`src/design/vcrf_pkg.sv`:
```
// Shared types and constants for the video chip register file.
package vcrf_pkg;

  // Sprite and colour register counts
  localparam int unsigned SPRITE_COUNT = 8;
  localparam int unsigned SPR_IDX_W    = $clog2(SPRITE_COUNT);
  localparam int unsigned COLOR_COUNT  = 15;

  // Bus command codes
  localparam logic CMD_READ  = 1'b0;
  localparam logic CMD_WRITE = 1'b1;

  // Collision clear codes
  localparam logic [1:0] CLR_NONE   = 2'd0;
  localparam logic [1:0] CLR_SPR_SPR = 2'd1;
  localparam logic [1:0] CLR_SPR_GND = 2'd2;

  // Register addresses
  localparam logic [5:0] ADDR_SPR_FIRST   = 6'h00;
  localparam logic [5:0] ADDR_SPR_LAST    = 6'h0f;
  localparam logic [5:0] ADDR_SPR_XMSB    = 6'h10;
  localparam logic [5:0] ADDR_CTRL1       = 6'h11;
  localparam logic [5:0] ADDR_RASTER      = 6'h12;
  localparam logic [5:0] ADDR_PEN_X       = 6'h13;
  localparam logic [5:0] ADDR_PEN_Y       = 6'h14;
  localparam logic [5:0] ADDR_SPR_EN      = 6'h15;
  localparam logic [5:0] ADDR_CTRL2       = 6'h16;
  localparam logic [5:0] ADDR_SPR_YEXP    = 6'h17;
  localparam logic [5:0] ADDR_MEM_PTR     = 6'h18;
  localparam logic [5:0] ADDR_IRQ_LATCH   = 6'h19;
  localparam logic [5:0] ADDR_IRQ_EN      = 6'h1a;
  localparam logic [5:0] ADDR_SPR_PRIO    = 6'h1b;
  localparam logic [5:0] ADDR_SPR_MC      = 6'h1c;
  localparam logic [5:0] ADDR_SPR_XEXP    = 6'h1d;
  localparam logic [5:0] ADDR_COLL_SS     = 6'h1e;
  localparam logic [5:0] ADDR_COLL_SG     = 6'h1f;
  localparam logic [5:0] ADDR_COLOR_FIRST = 6'h20;
  localparam logic [5:0] ADDR_COLOR_LAST  = 6'h2e;

  // Readback masks for unused bits
  localparam logic [7:0] MASK_UNUSED   = 8'hff;
  localparam logic [7:0] MASK_HI_NIB   = 8'hf0;
  localparam logic [7:0] MASK_CTRL2    = 8'hc0;
  localparam logic [7:0] MASK_LATCH    = 8'h70;
  localparam logic [7:0] LATCH_IRQ_BIT = 8'h80;

  // One bus access
  typedef struct packed {
    logic       command;
    logic [5:0] address;
    logic [7:0] write_data;
    logic [8:0] raster_line;
    logic [7:0] pen_x;
    logic [7:0] pen_y;
    logic [7:0] pen_x_early;
    logic [7:0] pen_y_early;
    logic       pen_latch_late;
    logic [7:0] sprite_sprite_hits;
    logic [7:0] sprite_ground_hits;
    logic [3:0] irq_events;
  } req_t;

  // One access result
  typedef struct packed {
    logic [7:0] read_data;
    logic [1:0] collision_clear;
    logic       irq_ack;
    logic [5:0] color_written;
    logic       ecm_bmm_both_off;
    logic       prio_expand_changed;
    logic       multicolor_changed;
  } rsp_t;

endpackage

```
`src/design/vcrf_if.sv`:
```
// Valid/ready channel interfaces for bus accesses and their results.
interface vcrf_req_if;
  logic          valid;
  logic          ready;
  vcrf_pkg::req_t item;

  modport source (output valid, output item, input ready);
  modport sink (input valid, input item, output ready);
endinterface

interface vcrf_rsp_if;
  logic          valid;
  logic          ready;
  vcrf_pkg::rsp_t item;

  modport source (output valid, output item, input ready);
  modport sink (input valid, input item, output ready);
endinterface

```
`src/design/video_chip_register_file_unit.sv`:
```
// Register file of a video chip: one bus read or write per transfer.
//
// Usage:
//   req_i carries one bus access per transfer (command, address, write data,
//   plus the live raster line, light pen, collision and interrupt inputs).
//   rsp_o returns exactly one result per access: the readback byte (or the
//   write data echoed) and the side-effect flags of the access.
// Path: an accepted access is decoded while it sits in the input register,
//   and its result is then captured in the result register.
// Throughput: one access per cycle; the input register and the result
//   register advance together, so a new access is taken every cycle as long
//   as the result register is empty or being drained.
// Stall: when rsp_o.ready is low with a result waiting, both stages hold and
//   req_i.ready drops only once the input register is also occupied. Register
//   state changes only when an access moves into the result register.
// Reset: asynchronous, active low. Stored registers read back as zero (plus
//   the unused-bit masks; raster, pen and collision reads stay live), the
//   interrupt latch and enable are cleared and both pipeline stages are empty.
module video_chip_register_file_unit (
  input  logic                 clk_i,
  input  logic                 rst_ni,
  vcrf_req_if.sink             req_i,
  vcrf_rsp_if.source           rsp_o
);

  // Pipeline control
  logic           s1_valid_q;
  vcrf_pkg::req_t s1_q;
  logic           out_valid_q;
  vcrf_pkg::rsp_t out_q;
  logic           advance;
  logic           proc;

  // Register state (mode bits are kept in ctrl1_q; a write to the raster address is not stored)
  logic [7:0] spr_xlo_q [vcrf_pkg::SPRITE_COUNT];
  logic [7:0] spr_y_q   [vcrf_pkg::SPRITE_COUNT];
  logic [vcrf_pkg::SPRITE_COUNT-1:0] spr_xmsb_q;
  logic [7:0] spr_en_q, spr_yexp_q, spr_xexp_q, spr_prio_q, spr_mc_q;
  logic [7:0] ctrl1_q, ctrl2_q;
  logic [3:0] matrix_base_q;
  logic [2:0] char_base_q;
  logic [7:0] irq_latch_q, irq_latch_d;
  logic [3:0] irq_en_q;
  logic [3:0] color_q [vcrf_pkg::COLOR_COUNT];

  // Decode signals
  logic [vcrf_pkg::SPR_IDX_W-1:0] spr_idx;
  logic [3:0]     color_idx;
  logic [7:0]     cur_latch;
  logic [7:0]     rd_val;
  vcrf_pkg::rsp_t rsp_d;
  logic           is_write;

  assign advance     = !out_valid_q || rsp_o.ready;
  assign proc        = s1_valid_q && advance;
  assign req_i.ready = !s1_valid_q || advance;
  assign rsp_o.valid = out_valid_q;
  assign rsp_o.item  = out_q;

  assign spr_idx   = s1_q.address[vcrf_pkg::SPR_IDX_W:1];
  assign color_idx = s1_q.address[3:0];
  assign is_write  = (s1_q.command == vcrf_pkg::CMD_WRITE);

  // Set pending interrupt events in the latch ahead of the access
  always_comb begin
    cur_latch = irq_latch_q | {4'b0, s1_q.irq_events};
    if ((s1_q.irq_events & irq_en_q) != 4'b0) begin
      cur_latch = cur_latch | vcrf_pkg::LATCH_IRQ_BIT;
    end
  end

  // Readback mux, write side-effect flags and collision clear flag
  always_comb begin
    rd_val = vcrf_pkg::MASK_UNUSED;
    rsp_d  = '0;
    unique case (s1_q.address) inside
      [vcrf_pkg::ADDR_SPR_FIRST:vcrf_pkg::ADDR_SPR_LAST]: begin
        rd_val = s1_q.address[0] ? spr_y_q[spr_idx] : spr_xlo_q[spr_idx];
      end
      [vcrf_pkg::ADDR_COLOR_FIRST:vcrf_pkg::ADDR_COLOR_LAST]: begin
        rd_val = {4'b0, color_q[color_idx]} | vcrf_pkg::MASK_HI_NIB;
      end
      vcrf_pkg::ADDR_SPR_XMSB:  rd_val = spr_xmsb_q;
      vcrf_pkg::ADDR_CTRL1:     rd_val = {s1_q.raster_line[8], ctrl1_q[6:0]};
      vcrf_pkg::ADDR_RASTER:    rd_val = s1_q.raster_line[7:0];
      vcrf_pkg::ADDR_PEN_X:     rd_val = s1_q.pen_latch_late ? s1_q.pen_x_early : s1_q.pen_x;
      vcrf_pkg::ADDR_PEN_Y:     rd_val = s1_q.pen_latch_late ? s1_q.pen_y_early : s1_q.pen_y;
      vcrf_pkg::ADDR_SPR_EN:    rd_val = spr_en_q;
      vcrf_pkg::ADDR_CTRL2:     rd_val = ctrl2_q | vcrf_pkg::MASK_CTRL2;
      vcrf_pkg::ADDR_SPR_YEXP:  rd_val = spr_yexp_q;
      vcrf_pkg::ADDR_MEM_PTR:   rd_val = {matrix_base_q, char_base_q, 1'b1};
      vcrf_pkg::ADDR_IRQ_LATCH: rd_val = cur_latch | vcrf_pkg::MASK_LATCH;
      vcrf_pkg::ADDR_IRQ_EN:    rd_val = {4'b0, irq_en_q} | vcrf_pkg::MASK_HI_NIB;
      vcrf_pkg::ADDR_SPR_PRIO:  rd_val = spr_prio_q;
      vcrf_pkg::ADDR_SPR_MC:    rd_val = spr_mc_q;
      vcrf_pkg::ADDR_SPR_XEXP:  rd_val = spr_xexp_q;
      vcrf_pkg::ADDR_COLL_SS:   rd_val = s1_q.sprite_sprite_hits;
      vcrf_pkg::ADDR_COLL_SG:   rd_val = s1_q.sprite_ground_hits;
      default:                  rd_val = vcrf_pkg::MASK_UNUSED;
    endcase

    if (is_write) begin
      rsp_d.read_data = s1_q.write_data;
      case (s1_q.address) inside
        [vcrf_pkg::ADDR_COLOR_FIRST:vcrf_pkg::ADDR_COLOR_LAST]:
          rsp_d.color_written = s1_q.address;
        vcrf_pkg::ADDR_CTRL1:
          rsp_d.ecm_bmm_both_off = (s1_q.write_data[6:5] == 2'b00) &&
                                   (ctrl1_q[6:5] == 2'b11);
        vcrf_pkg::ADDR_IRQ_LATCH, vcrf_pkg::ADDR_IRQ_EN:
          rsp_d.irq_ack = 1'b1;
        vcrf_pkg::ADDR_SPR_PRIO, vcrf_pkg::ADDR_SPR_XEXP:
          rsp_d.prio_expand_changed = 1'b1;
        vcrf_pkg::ADDR_SPR_MC:
          rsp_d.multicolor_changed = 1'b1;
        default: ;
      endcase
    end else begin
      rsp_d.read_data = rd_val;
      if (s1_q.address == vcrf_pkg::ADDR_COLL_SS) begin
        rsp_d.collision_clear = vcrf_pkg::CLR_SPR_SPR;
      end else if (s1_q.address == vcrf_pkg::ADDR_COLL_SG) begin
        rsp_d.collision_clear = vcrf_pkg::CLR_SPR_GND;
      end
    end
  end

  // Latch next value: events set, a latch write clears bits
  always_comb begin
    irq_latch_d = cur_latch;
    if (is_write && s1_q.address == vcrf_pkg::ADDR_IRQ_LATCH) begin
      irq_latch_d = cur_latch & ~({4'b0, s1_q.write_data[3:0]} | vcrf_pkg::LATCH_IRQ_BIT);
    end
  end

  // Advance the pipeline valid flags
  always_ff @(posedge clk_i or negedge rst_ni) begin
    if (!rst_ni) begin
      s1_valid_q  <= 1'b0;
      out_valid_q <= 1'b0;
    end else begin
      if (req_i.ready) begin
        s1_valid_q <= req_i.valid;
      end
      if (advance) begin
        out_valid_q <= s1_valid_q;
      end
    end
  end

  // Hold payloads while stalled
  always_ff @(posedge clk_i) begin
    if (req_i.ready && req_i.valid) begin
      s1_q <= req_i.item;
    end
    if (proc) begin
      out_q <= rsp_d;
    end
  end

  // Update register state as each access retires
  always_ff @(posedge clk_i or negedge rst_ni) begin
    if (!rst_ni) begin
      for (int i = 0; i < vcrf_pkg::SPRITE_COUNT; i++) begin
        spr_xlo_q[i] <= '0;
        spr_y_q[i]   <= '0;
      end
      for (int i = 0; i < vcrf_pkg::COLOR_COUNT; i++) begin
        color_q[i] <= '0;
      end
      spr_xmsb_q    <= '0;
      spr_en_q      <= '0;
      spr_yexp_q    <= '0;
      spr_xexp_q    <= '0;
      spr_prio_q    <= '0;
      spr_mc_q      <= '0;
      ctrl1_q       <= '0;
      ctrl2_q       <= '0;
      matrix_base_q <= '0;
      char_base_q   <= '0;
      irq_latch_q   <= '0;
      irq_en_q      <= '0;
    end else if (proc) begin
      irq_latch_q <= irq_latch_d;
      if (is_write) begin
        case (s1_q.address) inside
          [vcrf_pkg::ADDR_SPR_FIRST:vcrf_pkg::ADDR_SPR_LAST]: begin
            if (s1_q.address[0]) begin
              spr_y_q[spr_idx] <= s1_q.write_data;
            end else begin
              spr_xlo_q[spr_idx] <= s1_q.write_data;
            end
          end
          [vcrf_pkg::ADDR_COLOR_FIRST:vcrf_pkg::ADDR_COLOR_LAST]:
            color_q[color_idx] <= s1_q.write_data[3:0];
          vcrf_pkg::ADDR_SPR_XMSB:  spr_xmsb_q <= s1_q.write_data;
          vcrf_pkg::ADDR_CTRL1:     ctrl1_q    <= s1_q.write_data;
          vcrf_pkg::ADDR_SPR_EN:    spr_en_q   <= s1_q.write_data;
          vcrf_pkg::ADDR_CTRL2:     ctrl2_q    <= s1_q.write_data;
          vcrf_pkg::ADDR_SPR_YEXP:  spr_yexp_q <= s1_q.write_data;
          vcrf_pkg::ADDR_MEM_PTR: begin
            matrix_base_q <= s1_q.write_data[7:4];
            char_base_q   <= s1_q.write_data[3:1];
          end
          vcrf_pkg::ADDR_IRQ_EN:    irq_en_q   <= s1_q.write_data[3:0];
          vcrf_pkg::ADDR_SPR_PRIO:  spr_prio_q <= s1_q.write_data;
          vcrf_pkg::ADDR_SPR_MC:    spr_mc_q   <= s1_q.write_data;
          vcrf_pkg::ADDR_SPR_XEXP:  spr_xexp_q <= s1_q.write_data;
          default: ;
        endcase
      end
    end
  end

  // Latch bits 6..4 have no source and must stay clear
  a_latch_gap: assert property (@(posedge clk_i) disable iff (!rst_ni)
    irq_latch_q[6:4] == 3'b000)
    else $error("interrupt latch unused bits set");

  // A collision clear comes only from a read, so no write flag goes with it
  a_clear_is_read: assert property (@(posedge clk_i) disable iff (!rst_ni)
    (rsp_o.valid && rsp_o.item.collision_clear != vcrf_pkg::CLR_NONE) |->
    (!rsp_o.item.irq_ack && rsp_o.item.color_written == 6'd0 &&
     !rsp_o.item.ecm_bmm_both_off && !rsp_o.item.prio_expand_changed &&
     !rsp_o.item.multicolor_changed))
    else $error("collision clear reported together with write flags");

  // A reported colour address lies in the colour window
  a_color_range: assert property (@(posedge clk_i) disable iff (!rst_ni)
    (rsp_o.valid && rsp_o.item.color_written != 6'd0) |->
    (rsp_o.item.color_written >= vcrf_pkg::ADDR_COLOR_FIRST &&
     rsp_o.item.color_written <= vcrf_pkg::ADDR_COLOR_LAST))
    else $error("colour write address out of range");

  // A stalled access stays in the input register
  a_s1_hold: assert property (@(posedge clk_i) disable iff (!rst_ni)
    (s1_valid_q && !advance) |=> (s1_valid_q && $stable(s1_q)))
    else $error("stalled access lost from input register");

  // At most one register-change flag per write
  a_one_flag: assert property (@(posedge clk_i) disable iff (!rst_ni)
    rsp_o.valid |-> $onehot0({rsp_o.item.irq_ack, rsp_o.item.ecm_bmm_both_off,
                              rsp_o.item.prio_expand_changed,
                              rsp_o.item.multicolor_changed}))
    else $error("more than one write flag in a result");

endmodule
```
`src/flat_wrapper.sv`:
```
// flat-port wrapper written by rule: the top's interface ports become plain ports
module video_chip_register_file_unit_flat 
  (clk_i, rst_ni, req_i_valid, req_i_item, req_i_ready, rsp_o_valid, rsp_o_item, rsp_o_ready);
  vcrf_req_if req_i_i ();
  vcrf_rsp_if rsp_o_i ();
  input  logic clk_i;
  input  logic rst_ni;
  input wire logic [$bits(req_i_i.valid)-1:0] req_i_valid;
  input wire logic [$bits(req_i_i.item)-1:0] req_i_item;
  output wire logic [$bits(req_i_i.ready)-1:0] req_i_ready;
  output wire logic [$bits(rsp_o_i.valid)-1:0] rsp_o_valid;
  output wire logic [$bits(rsp_o_i.item)-1:0] rsp_o_item;
  input wire logic [$bits(rsp_o_i.ready)-1:0] rsp_o_ready;
  assign req_i_i.valid = req_i_valid;
  assign req_i_i.item = req_i_item;
  assign req_i_ready = req_i_i.ready;
  assign rsp_o_valid = rsp_o_i.valid;
  assign rsp_o_item = rsp_o_i.item;
  assign rsp_o_i.ready = rsp_o_ready;
  video_chip_register_file_unit u_core (.clk_i(clk_i), .rst_ni(rst_ni), .req_i(req_i_i), .rsp_o(rsp_o_i));
endmodule
```
`config.mk`:
```
export PLATFORM = sky130hd
export DESIGN_NAME = video_chip_register_file_unit_flat
export DESIGN_NICKNAME = d
export VERILOG_FILES = /design/src/design/vcrf_pkg.sv /design/src/design/vcrf_if.sv /design/src/design/video_chip_register_file_unit.sv /design/src/flat_wrapper.sv
export SDC_FILE = /design/constraint.sdc
export NUM_CORES = 1
export LEC_CHECK = 0
export ABC_AREA = 1
export ABC_CLOCK_PERIOD_IN_PS = 4600
export BUFFER_PORTS_ARGS = -buffer_cell sky130_fd_sc_hd__buf_2
export CORE_MARGIN = 2
export CORE_UTILIZATION = 30
export DETAILED_ROUTE_END_ITERATION = 7
export SKIP_LAST_GASP = 1
export SYNTH_ARGS = -nofsm -noshare
export SYNTH_HDL_FRONTEND = slang
export SYNTH_SLANG_ARGS = --single-unit
```
`constraint.sdc`:
```
create_clock -name clk_i -period 4.6 [get_ports clk_i]
set_input_delay 0.92 -clock clk_i [delete_from_list [all_inputs] [get_ports clk_i]]
set_output_delay 0.92 -clock clk_i [all_outputs]
set_load 0.01 [all_outputs]
```
[Word-level counts from Yosys, hierarchy flattened]
Index checks and enable logic that the tools add are counted.
Cells by class
  bitwise gates (word level): 19
  $lt $le $gt $ge: 8
  eq/ne operators: 17
  muxes and demuxes: 28
  reductions and logical operators: 35
Operators by type and width (count)
  $pmux W8 S18: 1
  $bwmux W64: 2
  $eq A6 B5 Y1 const B: 16
  $mux W8: 11
  $bwmux W60: 1
  $bmux W8 S3: 2
  $demux W8 S3: 1
  $bmux W4 S4: 1
  $demux W4 S4: 1
  $reduce_and A14 Y1: 1
  $not A1 Y1: 13
  $reduce_and A13 Y1: 1
  $mux W4: 3
  $reduce_and A12 Y1: 1
  $reduce_and A4 Y1: 3
  $reduce_and A11 Y1: 1
  $reduce_and A10 Y1: 1
  $reduce_and A9 Y1: 1
  $and A8 B8 Y8: 1
  $logic_and A1 B1 Y1: 8
  $not A8 Y8: 1
  $or A8 B4 Y8: 1
  $reduce_and A8 Y1: 1
  $reduce_and A7 Y1: 1
  other kinds (25): 33
Word-level totals
  flip-flop bits (word level): 367
  output and inout port bits: 22
  logic and storage cells: 172

[Longest topological paths before layout]
  word-level depth: 7
  gate-level depth with buffers: 15

[Worst setup path after synthesis]
Ideal clock, no wire load.
  kind: input port to flip-flop
  from: input port rsp_o_ready
  to: register u_core.s1_q (netlist bit u_core.color_idx[0]) (enable)
  path slack: 1479 ps
  path buffers: 0
  arrival time: 2690 ps
  cell stages on the path: 4
  required time: 4169 ps
  cells stage by stage: inv_1 > nand3_1 > nand2_1 > inv_1
Between the ends
  word-level cells in the longest chain between the ends: 3
Ends and longest elaborated chain
  start, declared: RTL line flat_wrapper.sv:13  | input wire logic [$bits(rsp_o_i.ready)-1:0] rsp_o_ready;
  $logic_or A1 B1 Y1: RTL line video_chip_register_file_unit.sv:54  | assign advance = !out_valid_q || rsp_o.ready;
  $logic_or A1 B1 Y1: RTL line video_chip_register_file_unit.sv:56  | assign req_i.ready = !s1_valid_q || advance;
  via req_i_ready: RTL line flat_wrapper.sv:10  | output wire logic [$bits(req_i_i.ready)-1:0] req_i_ready;
  $logic_and A1 B1 Y1: RTL line video_chip_register_file_unit.sv:153  | if (req_i.ready && req_i.valid) begin
  end signal, assigned: RTL line video_chip_register_file_unit.sv:154  | s1_q <= req_i.item;
  end, declared: RTL line video_chip_register_file_unit.sv:28  | vcrf_pkg::req_t s1_q;
The timed path passes the listed nets, and every way through them passes these cells.
A chain may end at the register's enable or synchronous reset.

==> flow_metrics.tcl <==
set metrics [dict create \
    p_int_uw 6020 \
    hold_path_class "input pin to async pin" \
    p_sw_share_pct 26.1 \
    p_switching_uw 2120 \
    grt_pass1_vias 13100 \
    netlist_top_cells_area "dfrtp_1 41%, nand2_1 18%, edfxtp_1 18%" \
    h-tree-depth 2 \
    antenna_found_initial 0 \
    worst_path_max_delay_cell "edfxtp_1" \
    hold_buffers 0 \
    drive_above_1_share_pct 10.0 \
    cts_made_buffers 41 \
    synth_top_area_cell "dfrtp_1" \
    via_count 13500 \
    finalWorstSetupSlack_ps 1080 \
    cts_tree "built" \
    first_pass_iters 6 \
    cts_resized 0 \
    finalCriticalPeriod_ps 3520 \
    clk_pin_slew_worst_paths_ps 60 \
    cp_max_fo 19 \
    die_h_um 238 \
    wl_per_cell_um 17.1 \
    cp-end-kind "flip-flop" \
    synthMostInstantiatedCell "nand2_1" \
    syn_to_final_growth_pct 15.7 \
    yosysTopAreaCellShare_pct 40.8 \
    setup_tns_ps 0 \
    cp.required_ps 5010 \
    clk_latency_ps 570 \
    reg2regPathDepth 10 \
    clock_sinks 364 \
    dieArea_mm2 0.0565 \
    p_clk_share_pct 42.6 \
    fin_area_mm2 0.0190 \
    timing.rr.start "u_core.color_idx[0]" \
    crit_chain "nand2_1 -> o21ai_1 -> nand2_1 -> nand2_1 -> nor2_1 -> nand2_1 -> nor2_1 -> nand2_1 -> nand2_1 -> nand2_1" \
    fmax_mhz 284 \
    startpoint_type "flip-flop" \
    maxSlewHeadroom_pct 31.0 \
    status "finished, final reports clean" \
    wl_um 47700 \
    drcViolationCount 0 \
    rsz0062_at_grt "false" \
    crit_top_cell "nand2_1" \
    fillCellCount 5473 \
    hold_viol 0 \
    postPlaceCellArea_mm2 0.0175 \
    core_area_mm2 0.0539 \
    clockBufferDepth 3 \
    rows 85 \
    synth-edff-count 97 \
    avgSynthCellArea_um2 8.23 \
    first_iter_violations 1297 \
    cts-root-buf "clkbuf_16" \
    power_density_mw_per_mm2 429 \
    place_ws_ps 1180 \
    drv_slew 0 \
    power_frac_seq_pct 47.0 \
    syn_inst 1990 \
    start_util_pct 30.4 \
    p_leak_uw 0.00893 \
    period_share_pct 76.6 \
    rrSetupSlack_ps 1080 \
    fin_nets 2138 \
    yosysWarningCount 0 \
    ys_ff_latch 364 \
    diodes 0 \
    synth_commonest_cells "803 x nand2_1, 293 x o21ai_0, 267 x dfrtp_1, 170 x nor2_1, 120 x inv_1" \
    setup_viol 0 \
    yosysSeqAreaShare_pct 58.6 \
    io_buffers 102 \
    vias_per_cell 4.85 \
    cts_setup_buffers 0 \
    syn_nets 2071 \
    arrival_ps 3940 \
    synth_ff_type "dfrtp_1" \
    drtAntennaViolNets 0 \
    dp_hpwl_um 32300 \
    grt_use_total_pct 17.1 \
    finish.utilization_pct 35.2 \
    gp_routability_congestion 0.924 \
    overflow 0 \
    grt_pass1_wl_um 75400 \
    max_cap_viol_count 0 \
    clock_skew_ps 18.0 \
    die_x_um 238 \
    grt_max_degree 145 \
    critPathMaxStageDelay_ps 890 \
    async_flop_share_pct 73.4 \
    critical_path_class "flip-flop to flip-flop" \
    io_pins 103 \
    synth.distinct_cells 30 \
    rr_endpoint "u_core.rsp_o.item[12]" \
    comb_power_share_pct 10.4 \
    syn_area_mm2 0.0164 \
    tightest_slew_ps 1030 \
    ir_worst_vdd_uv 335 \
]
[final cells by class]
type                    instances  area (um2)  share of cell area, %
flip-flops and latches        364        9590                   50.6
repair buffers                119         661                   3.49
clock inverters                20         244                   1.29
inverters                     123         463                   2.44
well taps                     696         871                   4.59
multi-input cells            1408        5930                   31.3
clock buffers                  56        1190                   6.30
[worst max-delay path, delay by kind of cell (launching register included)]
family / cells / cell delay, ps
flops: 1 / 890
compound gates: 1 / 750
simple gates: 9 / 1750
[how the worst max path moves through the flow]
stage,end,from,slack (ps),cells past startpoint
3_5_place_dp,u_core.rsp_o.item[12],u_core.color_idx[0],1180,10
5_1_grt,u_core.spr_mc_q[4],u_core.color_idx[2],930,6
3_3_place_gp,u_core.rsp_o.item[12],u_core.color_idx[0],1220,10
2_1_floorplan,u_core.color_idx[0],rsp_o_ready,1480,4
4_1_cts,u_core.rsp_o.item[12],u_core.color_idx[0],1140,10
6_report,u_core.rsp_o.item[12],u_core.color_idx[0],1080,10
[placed cells by master, fill, tap and decap left out, types with 3 or more instances in the layout]
cell,netlist,layout
buf_4,1,16
edfxtp_1,97,97
bufinv_16,0,5
nand2_1,803,803
clkinv_2,0,6
nor2_1,170,169
a32oi_1,4,4
a21oi_1,11,11
clkbuf_8,0,7
o21ai_0,293,293
nor2_2,4,4
nor3_1,5,5
nand3_1,88,88
buf_2,37,101
clkbuf_16,0,43
clkbuf_1,55,6
nand4_1,5,5
clkinvlp_4,0,3
or2_2,11,11
clkinv_1,1,8
dfrtp_1,267,267
inv_1,120,115
[through the flow]
step           hold slack, ps  cells  total power [uW]
2_1_floorplan             444   1990              4360
3_3_place_gp              459   2710              4710
3_5_place_dp              466   2710              4730
4_1_cts                   347   2786              8200
5_1_grt                   372   2786              8480
6_report                  337   2786              8140
[cell families (layout without fill, tap and decap cells)]
| family | after synthesis | in the layout | share of synthesized area [%] |
|---|---|---|---|
| simple gates | 1093 | 1093 | 26.3 |
| other cells | 1 | 1 | 0.0229 |
| buf+inv | 218 | 318 | 5.31 |
| compound gates | 314 | 314 | 9.76 |
| flops | 364 | 364 | 58.6 |
[layer usage]
metal  routed length, um  track usage (%)  vias to the layer above
met4                1440             6.25                        0
li1                    -                -                     6494
met3                2910             2.57                       93
met1               22000             24.4                     6455
met5                   0                0                        -
met2               21300             26.2                      463
[state kept, by name, summed over array words and instances (netlist names), 3 cells and up]
register	flops
u_core.color_q	60
u_core.rsp_o.item	20
u_core.ctrl2_q	6
u_core.spr_xmsb_q	8
u_core.irq_latch_q	5
u_core.matrix_base_q	4
u_core.char_base_q	3
u_core.spr_mc_q	8
u_core.color_idx	4
u_core.spr_prio_q	8
u_core.irq_en_q	4
u_core.spr_xlo_q	64
u_core.spr_en_q	8
u_core.spr_y_q	64
u_core.spr_yexp_q	8
u_core.s1_q	72
u_core.spr_xexp_q	8
u_core.ctrl1_q	7
[power by group through the flow]
stage	logic, uW	registers [uW]	clock network (uW)
floorplan	529	3830	0
global placement	829	3880	0
detailed placement	849	3880	0
CTS	851	3830	3520
global route	970	3860	3650
finish	847	3830	3460
Note: power is estimated with default switching activity, not from simulation.
